===== src/design/dqph_pkg.sv =====
// dqph_pkg: shared constants, codes and item types for the dns question name
// parser and hasher; used by every module under design/

package dqph_pkg;

  localparam int MAX_NAME_BYTES = 256;
  localparam int MAX_LABELS     = 64;

  localparam int CHARS_W  = $clog2(MAX_NAME_BYTES);
  localparam int LABELS_W = $clog2(MAX_LABELS + 1);
  localparam int LEFT_W   = 6;
  localparam int HASH_W   = 64;

  localparam logic [CHARS_W-1:0]  CHAR_CAP   = CHARS_W'(MAX_NAME_BYTES - 1);
  localparam logic [LABELS_W-1:0] LABEL_CAP  = LABELS_W'(MAX_LABELS);
  localparam logic [HASH_W-1:0]   HASH_SEED  = 64'd5381;
  localparam logic [7:0]          LABEL_MAX  = 8'd63;
  localparam logic [7:0]          DOT_CHAR   = 8'h2E;

  // parser phase codes
  localparam logic [1:0] PH_LEN   = 2'd0;
  localparam logic [1:0] PH_LABEL = 2'd1;
  localparam logic [1:0] PH_DONE  = 2'd2;

  // stop reasons
  localparam logic [1:0] STOP_ZERO  = 2'd0;
  localparam logic [1:0] STOP_LONG  = 2'd1;
  localparam logic [1:0] STOP_END   = 2'd2;
  localparam logic [1:0] STOP_LIMIT = 2'd3;

  // result kinds
  localparam logic KIND_CHAR    = 1'b0;
  localparam logic KIND_SUMMARY = 1'b1;

  // result queue
  localparam int FIFO_DEPTH = 4;
  localparam int PTR_W      = $clog2(FIFO_DEPTH);
  localparam int CNT_W      = $clog2(FIFO_DEPTH + 1);

  typedef struct packed {
    logic [7:0] in_byte;
    logic       packet_end;
  } in_item_t;

  typedef struct packed {
    logic              item_kind;
    logic [7:0]        name_char;
    logic [7:0]        name_length;
    logic [HASH_W-1:0] name_hash;
    logic [1:0]        stop_reason;
    logic              last_of_run;
  } out_item_t;

  // up to two results made by one byte, in order
  typedef struct packed {
    logic [1:0] n;
    out_item_t  r0;
    out_item_t  r1;
  } res_pair_t;

endpackage


===== src/design/dqph_core.sv =====
// dqph_core: parser state and per-byte decode, hash and summary logic
// depends on dqph_pkg

module dqph_core (
  input  logic                clk,
  input  logic                rst_n,
  input  logic                fire,
  input  dqph_pkg::in_item_t  item,
  output dqph_pkg::res_pair_t res
);

  logic [1:0]                    phase_r, phase_nxt;
  logic [dqph_pkg::LEFT_W-1:0]   left_r, left_nxt;
  logic [dqph_pkg::CHARS_W-1:0]  chars_r, chars_nxt;
  logic [dqph_pkg::LABELS_W-1:0] labels_r, labels_nxt;
  logic [dqph_pkg::HASH_W-1:0]   hash_r, hash_nxt;
  logic                          frozen_r, frozen_nxt;

  logic [7:0]                    b;
  logic                          endp;
  logic                          is_len, is_lab, len_ok;
  logic [7:0]                    c;
  logic                          want_emit, emitted, finish;
  logic [1:0]                    reason;
  logic [dqph_pkg::LABELS_W-1:0] labels1;
  logic [dqph_pkg::CHARS_W-1:0]  chars1;
  logic [dqph_pkg::HASH_W-1:0]   hash1;
  logic                          frozen1, lim;
  logic [dqph_pkg::LEFT_W-1:0]   left_dec;
  dqph_pkg::out_item_t           ci, si;

  always_comb begin
    b      = item.in_byte;
    endp   = item.packet_end;
    is_len = (phase_r == dqph_pkg::PH_LEN);
    is_lab = (phase_r == dqph_pkg::PH_LABEL);
    len_ok = (b != 8'd0) && (b <= dqph_pkg::LABEL_MAX);

    labels1 = labels_r + dqph_pkg::LABELS_W'(is_len && len_ok);
    lim     = (labels1 >= dqph_pkg::LABEL_CAP);

    // a dot goes in front of every label after the first
    c         = is_lab ? b : dqph_pkg::DOT_CHAR;
    want_emit = is_lab || (is_len && len_ok && (chars_r != '0));
    emitted   = want_emit && (chars_r < dqph_pkg::CHAR_CAP);

    chars1  = chars_r + dqph_pkg::CHARS_W'(emitted);
    frozen1 = frozen_r || (emitted && (c == 8'd0));
    if (emitted && !frozen_r && (c != 8'd0)) begin
      hash1 = (hash_r << 5) + hash_r + dqph_pkg::HASH_W'(c);
    end else begin
      hash1 = hash_r;
    end

    left_dec = (left_r != '0) ? left_r - dqph_pkg::LEFT_W'(1) : '0;

    finish     = 1'b0;
    reason     = dqph_pkg::STOP_ZERO;
    phase_nxt  = phase_r;
    left_nxt   = left_r;
    case (phase_r)
      dqph_pkg::PH_LEN: begin
        if (b == 8'd0) begin
          finish    = 1'b1;
          reason    = dqph_pkg::STOP_ZERO;
          phase_nxt = dqph_pkg::PH_DONE;
        end else if (!len_ok) begin
          finish    = 1'b1;
          reason    = dqph_pkg::STOP_LONG;
          phase_nxt = dqph_pkg::PH_DONE;
        end else begin
          finish    = endp;
          reason    = lim ? dqph_pkg::STOP_LIMIT : dqph_pkg::STOP_END;
          phase_nxt = dqph_pkg::PH_LABEL;
          left_nxt  = b[dqph_pkg::LEFT_W-1:0];
        end
      end
      dqph_pkg::PH_LABEL: begin
        finish   = ((left_dec == '0) && lim) || endp;
        reason   = lim ? dqph_pkg::STOP_LIMIT : dqph_pkg::STOP_END;
        left_nxt = left_dec;
        if (left_dec == '0) begin
          phase_nxt = lim ? dqph_pkg::PH_DONE : dqph_pkg::PH_LEN;
        end
      end
      default: begin
        phase_nxt = phase_r;
      end
    endcase

    chars_nxt  = chars1;
    labels_nxt = labels1;
    hash_nxt   = hash1;
    frozen_nxt = frozen1;

    // any packet end brings everything back to the reset values
    if (endp) begin
      phase_nxt  = dqph_pkg::PH_LEN;
      left_nxt   = '0;
      chars_nxt  = '0;
      labels_nxt = '0;
      hash_nxt   = dqph_pkg::HASH_SEED;
      frozen_nxt = 1'b0;
    end

    ci.item_kind   = dqph_pkg::KIND_CHAR;
    ci.name_char   = c;
    ci.name_length = 8'd0;
    ci.name_hash   = '0;
    ci.stop_reason = dqph_pkg::STOP_ZERO;
    ci.last_of_run = !finish;

    si.item_kind   = dqph_pkg::KIND_SUMMARY;
    si.name_char   = 8'd0;
    si.name_length = 8'(chars1);
    si.name_hash   = hash1;
    si.stop_reason = reason;
    si.last_of_run = 1'b1;

    res.n  = 2'd0;
    res.r0 = ci;
    res.r1 = si;
    if (fire) begin
      if (emitted && finish) begin
        res.n = 2'd2;
      end else if (emitted) begin
        res.n = 2'd1;
      end else if (finish) begin
        res.n  = 2'd1;
        res.r0 = si;
      end
    end
  end

  always_ff @(posedge clk) begin
    if (!rst_n) begin
      phase_r  <= dqph_pkg::PH_LEN;
      left_r   <= '0;
      chars_r  <= '0;
      labels_r <= '0;
      hash_r   <= dqph_pkg::HASH_SEED;
      frozen_r <= 1'b0;
    end else if (fire) begin
      phase_r  <= phase_nxt;
      left_r   <= left_nxt;
      chars_r  <= chars_nxt;
      labels_r <= labels_nxt;
      hash_r   <= hash_nxt;
      frozen_r <= frozen_nxt;
    end
  end

endmodule


===== src/design/dqph_rfifo.sv =====
// dqph_rfifo: small result queue, takes up to two results a cycle and
// hands out one; depends on dqph_pkg

module dqph_rfifo (
  input  logic                clk,
  input  logic                rst_n,
  input  dqph_pkg::res_pair_t push,
  output logic                room,
  output logic                out_valid,
  input  logic                out_stall,
  output dqph_pkg::out_item_t out_data
);

  dqph_pkg::out_item_t          mem_r [dqph_pkg::FIFO_DEPTH];
  logic [dqph_pkg::PTR_W-1:0]   wr_r, wr_nxt, rd_r, rd_nxt;
  logic [dqph_pkg::CNT_W-1:0]   cnt_r, cnt_nxt;
  logic                         pop;
  logic [dqph_pkg::PTR_W-1:0]   wr1;

  assign out_valid = (cnt_r != '0);
  assign out_data  = mem_r[rd_r];
  assign pop       = out_valid && !out_stall;
  // room for a whole byte's worth of results, from registered state only
  assign room      = (cnt_r <= dqph_pkg::CNT_W'(dqph_pkg::FIFO_DEPTH - 2));
  assign wr1       = wr_r + dqph_pkg::PTR_W'(1);

  always_comb begin
    wr_nxt  = wr_r + dqph_pkg::PTR_W'(push.n);
    rd_nxt  = rd_r + dqph_pkg::PTR_W'(pop);
    cnt_nxt = cnt_r + dqph_pkg::CNT_W'(push.n) - dqph_pkg::CNT_W'(pop);
  end

  always_ff @(posedge clk) begin
    if (push.n != 2'd0) begin
      mem_r[wr_r] <= push.r0;
    end
    if (push.n == 2'd2) begin
      mem_r[wr1] <= push.r1;
    end
  end

  always_ff @(posedge clk) begin
    if (!rst_n) begin
      wr_r  <= '0;
      rd_r  <= '0;
      cnt_r <= '0;
    end else begin
      wr_r  <= wr_nxt;
      rd_r  <= rd_nxt;
      cnt_r <= cnt_nxt;
    end
  end

endmodule


===== src/design/dns_qname_parse_hash.sv =====
// dns_qname_parse_hash: top level, input register, parser core and result queue
// depends on dqph_pkg, dqph_core and dqph_rfifo
//
// usage:
//   in_*  : one question-section byte per request (the bytes after the 12-byte
//           header), with packet_end set on the last byte of the packet
//   out_* : name characters (dots included) and one summary per name carrying
//           length, djb2 hash and stop reason; last_of_run marks the final
//           result made by a byte
//   a byte waits in the input register until the result queue has room, is
//   decoded and written into the result queue, and its first result then
//   shows on out_valid once the results ahead of it have left the queue
//   one byte is taken every cycle while the four-entry result queue has room
//   for two; a byte makes at most two results, so sustained throughput is one
//   result per cycle while out_stall is low, set by the single output port
//   out_stall holds the queue head; the queue fills and then in_stall rises
//   reset (rst_n low, synchronous) empties the queue and puts the parser in
//   its expect-length state with the hash seeded to 5381

module dns_qname_parse_hash (
  input  logic                clk,
  input  logic                rst_n,
  input  logic                in_valid,
  output logic                in_stall,
  input  dqph_pkg::in_item_t  in_data,
  output logic                out_valid,
  input  logic                out_stall,
  output dqph_pkg::out_item_t out_data
);

  logic                 in_vld_r, in_vld_nxt;
  dqph_pkg::in_item_t   in_item_r;
  logic                 room, take, load;
  dqph_pkg::res_pair_t  res;

  assign take     = in_vld_r && room;
  assign in_stall = in_vld_r && !room;
  assign load     = in_valid && !in_stall;

  always_comb begin
    in_vld_nxt = in_vld_r;
    if (load) begin
      in_vld_nxt = 1'b1;
    end else if (take) begin
      in_vld_nxt = 1'b0;
    end
  end

  always_ff @(posedge clk) begin
    if (!rst_n) begin
      in_vld_r <= 1'b0;
    end else begin
      in_vld_r <= in_vld_nxt;
    end
  end

  always_ff @(posedge clk) begin
    if (load) begin
      in_item_r <= in_data;
    end
  end

  dqph_core u_core (
    .clk   (clk),
    .rst_n (rst_n),
    .fire  (take),
    .item  (in_item_r),
    .res   (res)
  );

  dqph_rfifo u_rfifo (
    .clk       (clk),
    .rst_n     (rst_n),
    .push      (res),
    .room      (room),
    .out_valid (out_valid),
    .out_stall (out_stall),
    .out_data  (out_data)
  );

endmodule

===== config.mk =====
export PLATFORM = sky130hd
export DESIGN_NAME = dns_qname_parse_hash
export DESIGN_NICKNAME = d
export VERILOG_FILES = /design/src/design/dqph_pkg.sv /design/src/design/dqph_core.sv /design/src/design/dqph_rfifo.sv /design/src/design/dns_qname_parse_hash.sv
export SDC_FILE = /design/constraint.sdc
export NUM_CORES = 1
export LEC_CHECK = 0
export ABC_AREA = 1
export BUFFER_PORTS_ARGS = -buffer_cell sky130_fd_sc_hd__buf_2
export CORE_MARGIN = 10
export CORE_UTILIZATION = 45
export CTS_BUF_LIST = sky130_fd_sc_hd__clkbuf_4 sky130_fd_sc_hd__clkbuf_8
export DETAILED_ROUTE_END_ITERATION = 12
export PLACE_DENSITY = 0.7
export SLEW_MARGIN = 20
export SYNTH_ARGS = -nofsm -noshare
export SYNTH_HDL_FRONTEND = slang
export SYNTH_SLANG_ARGS = --single-unit
export TNS_END_PERCENT = 20

===== constraint.sdc =====
create_clock -name clk -period 9.2 [get_ports clk]
set_input_delay 1.84 -clock clk [delete_from_list [all_inputs] [get_ports clk]]
set_output_delay 1.84 -clock clk [all_outputs]
set_load 0.02 [all_outputs]

==> flow_metrics.tcl, run 1 <==
set metrics [dict create \
    power.internal_mw 3.56 \
    maxSlewHeadroom_pct 31.8 \
    finalMaxSlewViolations 0 \
    worstSetupEndpointType "output pin" \
    synthSimpleGateAreaFrac_pct 26.5 \
    netSwitchingFraction_pct 34.5 \
    drive_above_1_share_pct 9.49 \
    cts_buffers 73 \
    synthTopCellsByCount "nand2_1, nor2_1, inv_1" \
    synth_nets 3510 \
    drt_iter0_drc 2216 \
    antenna_found_initial 1 \
    synth.area.mux_share_pct 0 \
    first_global_vias 20300 \
    worst_r2r_startpoint "in_item_r[5]" \
    drt_wl_total_um 74000 \
    fin_crit_sh_pct 59.5 \
    cts-hold-fix-buffers 0 \
    startpoint_type "flip-flop" \
    clk_latency_ns 0.66 \
    vias 22500 \
    tightest_slew_ns 1.02 \
    dieArea_um2 67700 \
    start_util_pct 45.2 \
    cp_max_fo 104 \
    p_comb_share_pct 25.2 \
    crit_required_ns 7.36 \
    ys_ff_latch 441 \
    io_pins 99 \
    grt_max_degree 105 \
    outcome "completed" \
    dp_hpwl_um 51000 \
    fmax_mhz 183 \
    track_usage_pct 21.3 \
    path_clk_slew_ns 0.06 \
    fp.dieW_um 260 \
    ys_async_sr_fraction_pct 0 \
    fin_skew_ns 0.0458 \
    pwr-share-clk_pct 31.7 \
    r2r_end "u_rfifo.mem_r[2][40]" \
    leakage_nw 11.7 \
    whs_ns 0.453 \
    fillers 5558 \
    gr-total-overflow 0 \
    syn_area_um2 26000 \
    fin_tns_setup_ns 0 \
    arrival_ns 3.63 \
    multi_input_area_um2 11800 \
    p_sw_mw 1.88 \
    cts_num_sinks 441 \
    synth.distinct_cells 49 \
    port_buffers 98 \
    worstSetupPathType "flip-flop to output pin" \
    netlist.area_leader.share_pct 35.3 \
    power_frac_seq_pct 43.1 \
    nets 3564 \
    rsz0062_at_grt "no" \
    setup-violations-final 0 \
    stdcell_count 4233 \
    cts_setup_buffers 0 \
    synth-xor-area-share_pct 0.978 \
    gp_congestion 0.990 \
    cts_tree "yes" \
    drtAntennaViolNets 0 \
    dp_cells 4102 \
    endpoint "out_data[31]" \
    synth_top_area_cell "edfxtp_1" \
    rr_worst_depth 20 \
    post_cts_resized 0 \
    cts_root_buf "clkbuf_8" \
    synth_area_leaders "edfxtp_1, nand2_1, dfxtp_1, nor2_1, ha_1" \
    synth.most_common_cell "nand2_1" \
    drc_errors 0 \
    synth_top_family_by_area "simple AND/OR/NAND/NOR gates" \
    yosys_warnings 0 \
    core_area_um2 57500 \
    yosysSeqAreaShare_pct 45.7 \
    synth-adder-area-share_pct 6.84 \
    crit_start "u_rfifo.rd_r[0]" \
    synth_compound_area_share_pct 11.1 \
    powerDensity_nw_per_um2 193 \
    syn_inst 3358 \
    synth_edf_count 305 \
    seqCellArea_um2 11900 \
    syn_area_per_cell_um2 7.74 \
    dr.pass1.iters 8 \
    vias_per_cell 5.32 \
    num_rows 88 \
    hold_class "flip-flop to flip-flop" \
    layout_min_cycle_time_ns 5.47 \
    cap_violations 0 \
    htreeDepth 3 \
    wl_per_cell_um 17.5 \
    grt_pass1_wl_um 114000 \
    synthFlopType "edfxtp_1" \
    r2r_setup_slack_ns 4.03 \
    syn_to_final_growth_pct 8.67 \
    dieHeight_um 260 \
    clock_path_buffers 3 \
    hold_viol_final 0 \
    vdd_ir_drop_max_uv 144 \
]
==> metrics by stage <==
step | setup WS [ns] | power [mW] | utilization (%) | instance area [um^2]
floorplan | 4.40 | 3.26 | - | 26000
finish | 3.73 | 5.44 | 49.1 | 28200
detailed placement | 3.62 | 3.76 | 46.6 | 26800
global placement | 3.74 | 3.75 | 46.6 | 26800
CTS | 3.59 | 5.47 | 49.1 | 28200
global route | 3.51 | 5.69 | 49.1 | 28200
==> cell type report <==
cell class                      instances  share of cell area, %
Antenna cell                            1                0.00886
Clock buffer                          108                   4.51
Clock inverter                         22                  0.567
Inverter                              396                   5.29
Multi-Input combinational cell       2385                   41.9
Sequential cell                       441                   42.1
Tap cell                              765                   3.39
Timing Repair Buffer                  115                   2.19
==> sequential cells by signal, indices dropped and copies added (netlist names) <==
register         count
u_rfifo.rd_r         2
u_core.frozen_r      1
u_core.left_r        6
u_rfifo.mem_r      336
in_vld_r             1
u_core.hash_r       64
u_rfifo.wr_r         2
in_item_r            9
u_core.chars_r       8
u_rfifo.cnt_r        3
u_core.labels_r      7
u_core.phase_r       2
==> power by group through the flow <==
stage	logic (mW)	registers [mW]	clock network, mW
3_3_place_gp	1.37	2.38	0
2_1_floorplan	0.935	2.32	0
6_report	1.37	2.34	1.72
5_1_grt	1.49	2.35	1.84
4_1_cts	1.38	2.34	1.75
3_5_place_dp	1.38	2.38	0
==> worst min-delay path by stage <==
stage                                 endpoint  slack [ns]                 start  cells after the start
after floorplan           u_rfifo.mem_r[2][78]        0.42  u_rfifo.mem_r[2][78]                      2
after global placement    u_rfifo.mem_r[2][82]        0.44  u_rfifo.mem_r[2][82]                      2
after detailed placement  u_rfifo.mem_r[1][81]        0.44  u_rfifo.mem_r[1][81]                      2
after CTS                 u_rfifo.mem_r[1][77]        0.45  u_rfifo.mem_r[1][77]                      2
after global routing      u_rfifo.mem_r[0][82]        0.47  u_rfifo.mem_r[0][82]                      2
final                     u_rfifo.mem_r[1][77]        0.45  u_rfifo.mem_r[1][77]                      2
==> critical path: stages (launching register included) <==
cell,delay [ns]
dfxtp_4,0.59
inv_4,0.80
buf_4,0.69
o21ai_0,0.16
o22ai_1,0.37
buf_2,0.25
==> cell usage in the layout, fill, tap and decap left out, types with 13 or more instances in the layout <==
master | synthesis | final
nand2_1 | 802 | 802
nor2_1 | 636 | 635
inv_1 | 377 | 371
edfxtp_1 | 305 | 305
o21ai_0 | 196 | 196
nand3_1 | 154 | 154
ha_1 | 134 | 134
dfxtp_1 | 136 | 134
a21oi_1 | 132 | 132
buf_2 | 15 | 98
o22ai_1 | 86 | 86
clkbuf_8 | 0 | 74
clkbuf_4 | 0 | 34
o21ai_1 | 31 | 31
or2_2 | 22 | 22
o211ai_1 | 21 | 21
inv_2 | 18 | 19
xnor2_1 | 19 | 19
nor3_1 | 21 | 18
buf_4 | 6 | 17
nand4_1 | 14 | 14
nand2_2 | 14 | 13
==> logic make-up after synthesis <==
logic type	after synthesis
compound gates	514
xor+xnor	29
fa+ha+maj	139
buf+inv	532
flops	441
simple gates	1703
==> metal layers <==
layer  global-route usage [%]  wire [um]
met1                     30.4      33500
met2                     33.3      33600
met3                     2.60       5530
met4                     6.10       1450
met5                        0          0
Note: power is estimated with default switching activity, not from simulation.
==> run 2: changes to the inputs <==
Settings changed: ABC_AREA 1 to 0, PLACE_DENSITY 0.7 to 0.73.
Clock period 9.2 ns to 4.8 ns, I/O delays scaled along.
==> flow_metrics.tcl, run 2 <==
set metrics [dict create \
    powerDensity_nw_per_um2 370 \
    cp_max_fo 17 \
    core_area_um2 52700 \
    grt_pass1_wl_um 102000 \
    crit_required_ns 5.29 \
    cts_root_buf "clkbuf_8" \
    clock_path_buffers 3 \
    post-place-ws_ns 0.336 \
    antenna_found_initial 1 \
    layout_commonest_cell "nor2_1" \
    post_cts_resized 0 \
    largest_reg_flops 336 \
    vias 18200 \
    cap_violations 0 \
    drtAntennaViolNets 0 \
    crit_chain "nor2b_1 > buf_4 > nand2b_1 > ha_1 > ha_1 > o21a_1 > a211oi_1 > a211o_1 > a21oi_1 > o31ai_1 > a2111oi_0 > buf_4 > o21ai_0 > nand3_1 > a21oi_1" \
    cp_slowest_cell "o31ai_1" \
    dieHeight_um 251 \
    synthTopCellsByCount "nor2_1, edfxtp_1, nand2_1" \
    leakage_nw 9.61 \
    layout_min_cycle_time_ns 4.61 \
    synth.most_common_cell "nor2_1" \
    hold_class "flip-flop to flip-flop" \
    fin_skew_ns 0.0491 \
    fp.dieW_um 251 \
    cts_setup_buffers 0 \
    setup_slack_ns 0.187 \
    fillers 4661 \
    hold_viol_final 0 \
    synth_nets 2364 \
    dieArea_um2 63000 \
    layout_common_cells "nor2_1, edfxtp_1, nand2_1, a21oi_1, dfxtp_1" \
    syn_inst 2212 \
    cts_buffers 73 \
    cts_tree "yes" \
    cts_num_sinks 441 \
    maxSlewHeadroom_pct 24.5 \
    cts-hold-fix-buffers 0 \
    synth_edf_count 305 \
    vias_per_cell 5.99 \
    final_core_util_pct 51.2 \
    setup-violations-final 0 \
    vdd_ir_drop_max_uv 355 \
    first_global_vias 18500 \
    drt_wl_total_um 64500 \
    regMostFlops "u_rfifo.mem_r" \
    crit_path_max_incr_delay_ns 0.53 \
    syn_area_per_cell_um2 10.8 \
    gr-total-overflow 0 \
    gp_congestion 0.954 \
    start_util_pct 45.6 \
    num_rows 84 \
    whs_ns 0.456 \
    ys_ff_latch 441 \
    htreeDepth 3 \
    rsz0062_at_grt "no" \
    arrival_ns 5.10 \
    synth_top_area_cell "edfxtp_1" \
    yosys_warnings 0 \
    track_usage_pct 20.2 \
    port_buffers 98 \
    drc_errors 0 \
    r2r_setup_slack_ns 0.19 \
    yosysSeqAreaShare_pct 49.5 \
    netlist.area_leader.share_pct 38.2 \
    worstSetupEndpointType "flip-flop" \
    dp_hpwl_um 43800 \
    top_regs "u_rfifo.mem_r (336), u_core.hash_r (64), in_item_r (9)" \
    worstSetupPathType "flip-flop to flip-flop" \
    outcome "completed" \
    wl_per_cell_um 21.2 \
    fmax_mhz 217 \
    dr.pass1.iters 8 \
    io_pins 99 \
    drt_iter0_drc 1309 \
    syn_area_um2 24000 \
    syn_to_final_growth_pct 12.4 \
    synth.distinct_cells 80 \
    fin_crit_sh_pct 96.1 \
    drive_above_1_share_pct 17.0 \
    path_clk_slew_ns 0.07 \
    ys_async_sr_fraction_pct 0 \
    startpoint_type "flip-flop" \
    clk_latency_ns 0.68 \
    grt_max_degree 86 \
    synth_area_leaders "edfxtp_1, dfxtp_1, mux4_2, ha_1, nor2_1" \
    tightest_slew_ns 1.12 \
    nets 2453 \
    finalMaxSlewViolations 0 \
    synthFlopType "edfxtp_1" \
]
==> run 2: cell count changes in the layout (fill, tap and decap cells not counted), sizes merged, moves of 25 or more <==
cell | previous run | this run
mux4 | 0 | 84
a21o | 1 | 32
and2 | 3 | 50
inv | 393 | 30
xor2 | 10 | 35
o22ai | 86 | 2
mux2i | 0 | 33
nand2 | 817 | 158
nor2b | 0 | 34
nor2 | 647 | 356
o21ai | 236 | 103
nand3 | 154 | 32
buf | 115 | 150
a22o | 0 | 42
==> run 2: through the flow <==
step | area [um^2] | std cells | total power, mW | TNS, ns
floorplan | 24300 | 2212 | 5.97 | -70.06
global placement | 25500 | 2914 | 6.66 | 0
detailed placement | 25500 | 2914 | 6.69 | 0
CTS | 27000 | 3046 | 10.1 | 0
global route | 27000 | 3047 | 10.4 | 0
finish | 27000 | 3047 | 9.97 | 0
==> run 2: worst paths after layout <==
kind,from,end,cells past startpoint
setup reg to reg,u_core.phase_r[0],u_rfifo.mem_r[0][59],15
hold / removal,u_core.hash_r[61],u_core.hash_r[61],2
hold reg to reg,u_core.hash_r[61],u_core.hash_r[61],2
setup / recovery,u_core.phase_r[0],u_rfifo.mem_r[0][59],15
==> run 2: metal layers <==
| metal | share of wire [%] | track usage (%) | up-vias |
|---|---|---|---|
| met1 | 42 | 25.7 | 9041 |
| met5 | 0 | 0 | - |
| met2 | 48 | 33.5 | 682 |
| li1 | - | - | 8425 |
| met4 | 2.2 | 6.99 | 0 |
| met3 | 7.3 | 4.28 | 92 |
==> run 2: cells by family after synthesis <==
kind of cell / Yosys count / synth area share [%]
buffers and inverters: 168 / 2.76
adders and majority gates: 139 / 7.40
AOI/OAI and AO/OA: 489 / 13.5
xor gates and xnor gates: 66 / 2.41
muxes: 118 / 9.36
DFF: 441 / 49.5
and+or+nand+nor: 791 / 15.0
==> run 2: cell type report <==
class / count / area (um^2) / share of cell area (%)
Clock buffer: 105 / 1310 / 4.87
Timing Repair Buffer: 150 / 1010 / 3.73
Inverter: 32 / 133 / 0.492
Tap cell: 688 / 861 / 3.19
Clock inverter: 27 / 199 / 0.737
Sequential cell: 441 / 11900 / 44.1
Antenna cell: 1 / 2.50 / 0.00928
Multi-Input combinational cell: 1603 / 11600 / 42.9
==> run 2: worst max-delay path, delay by kind of cell (launching register included) <==
| kind | cells | cell delay (ns) |
|---|---|---|
| flops | 1 | 0.33 |
| fa+ha+maj | 2 | 0.69 |
| simple gates | 3 | 0.58 |
| compound gates | 8 | 2.44 |
| buf+inv | 2 | 0.40 |
==> run 2: power by group <==
| part | internal (mW) | switching [mW] |
|---|---|---|
| logic | 0.877 | 1.26 |
| registers | 4.29 | 0.147 |
| clock network | 1.88 | 1.52 |
| total | 7.04 | 2.93 |
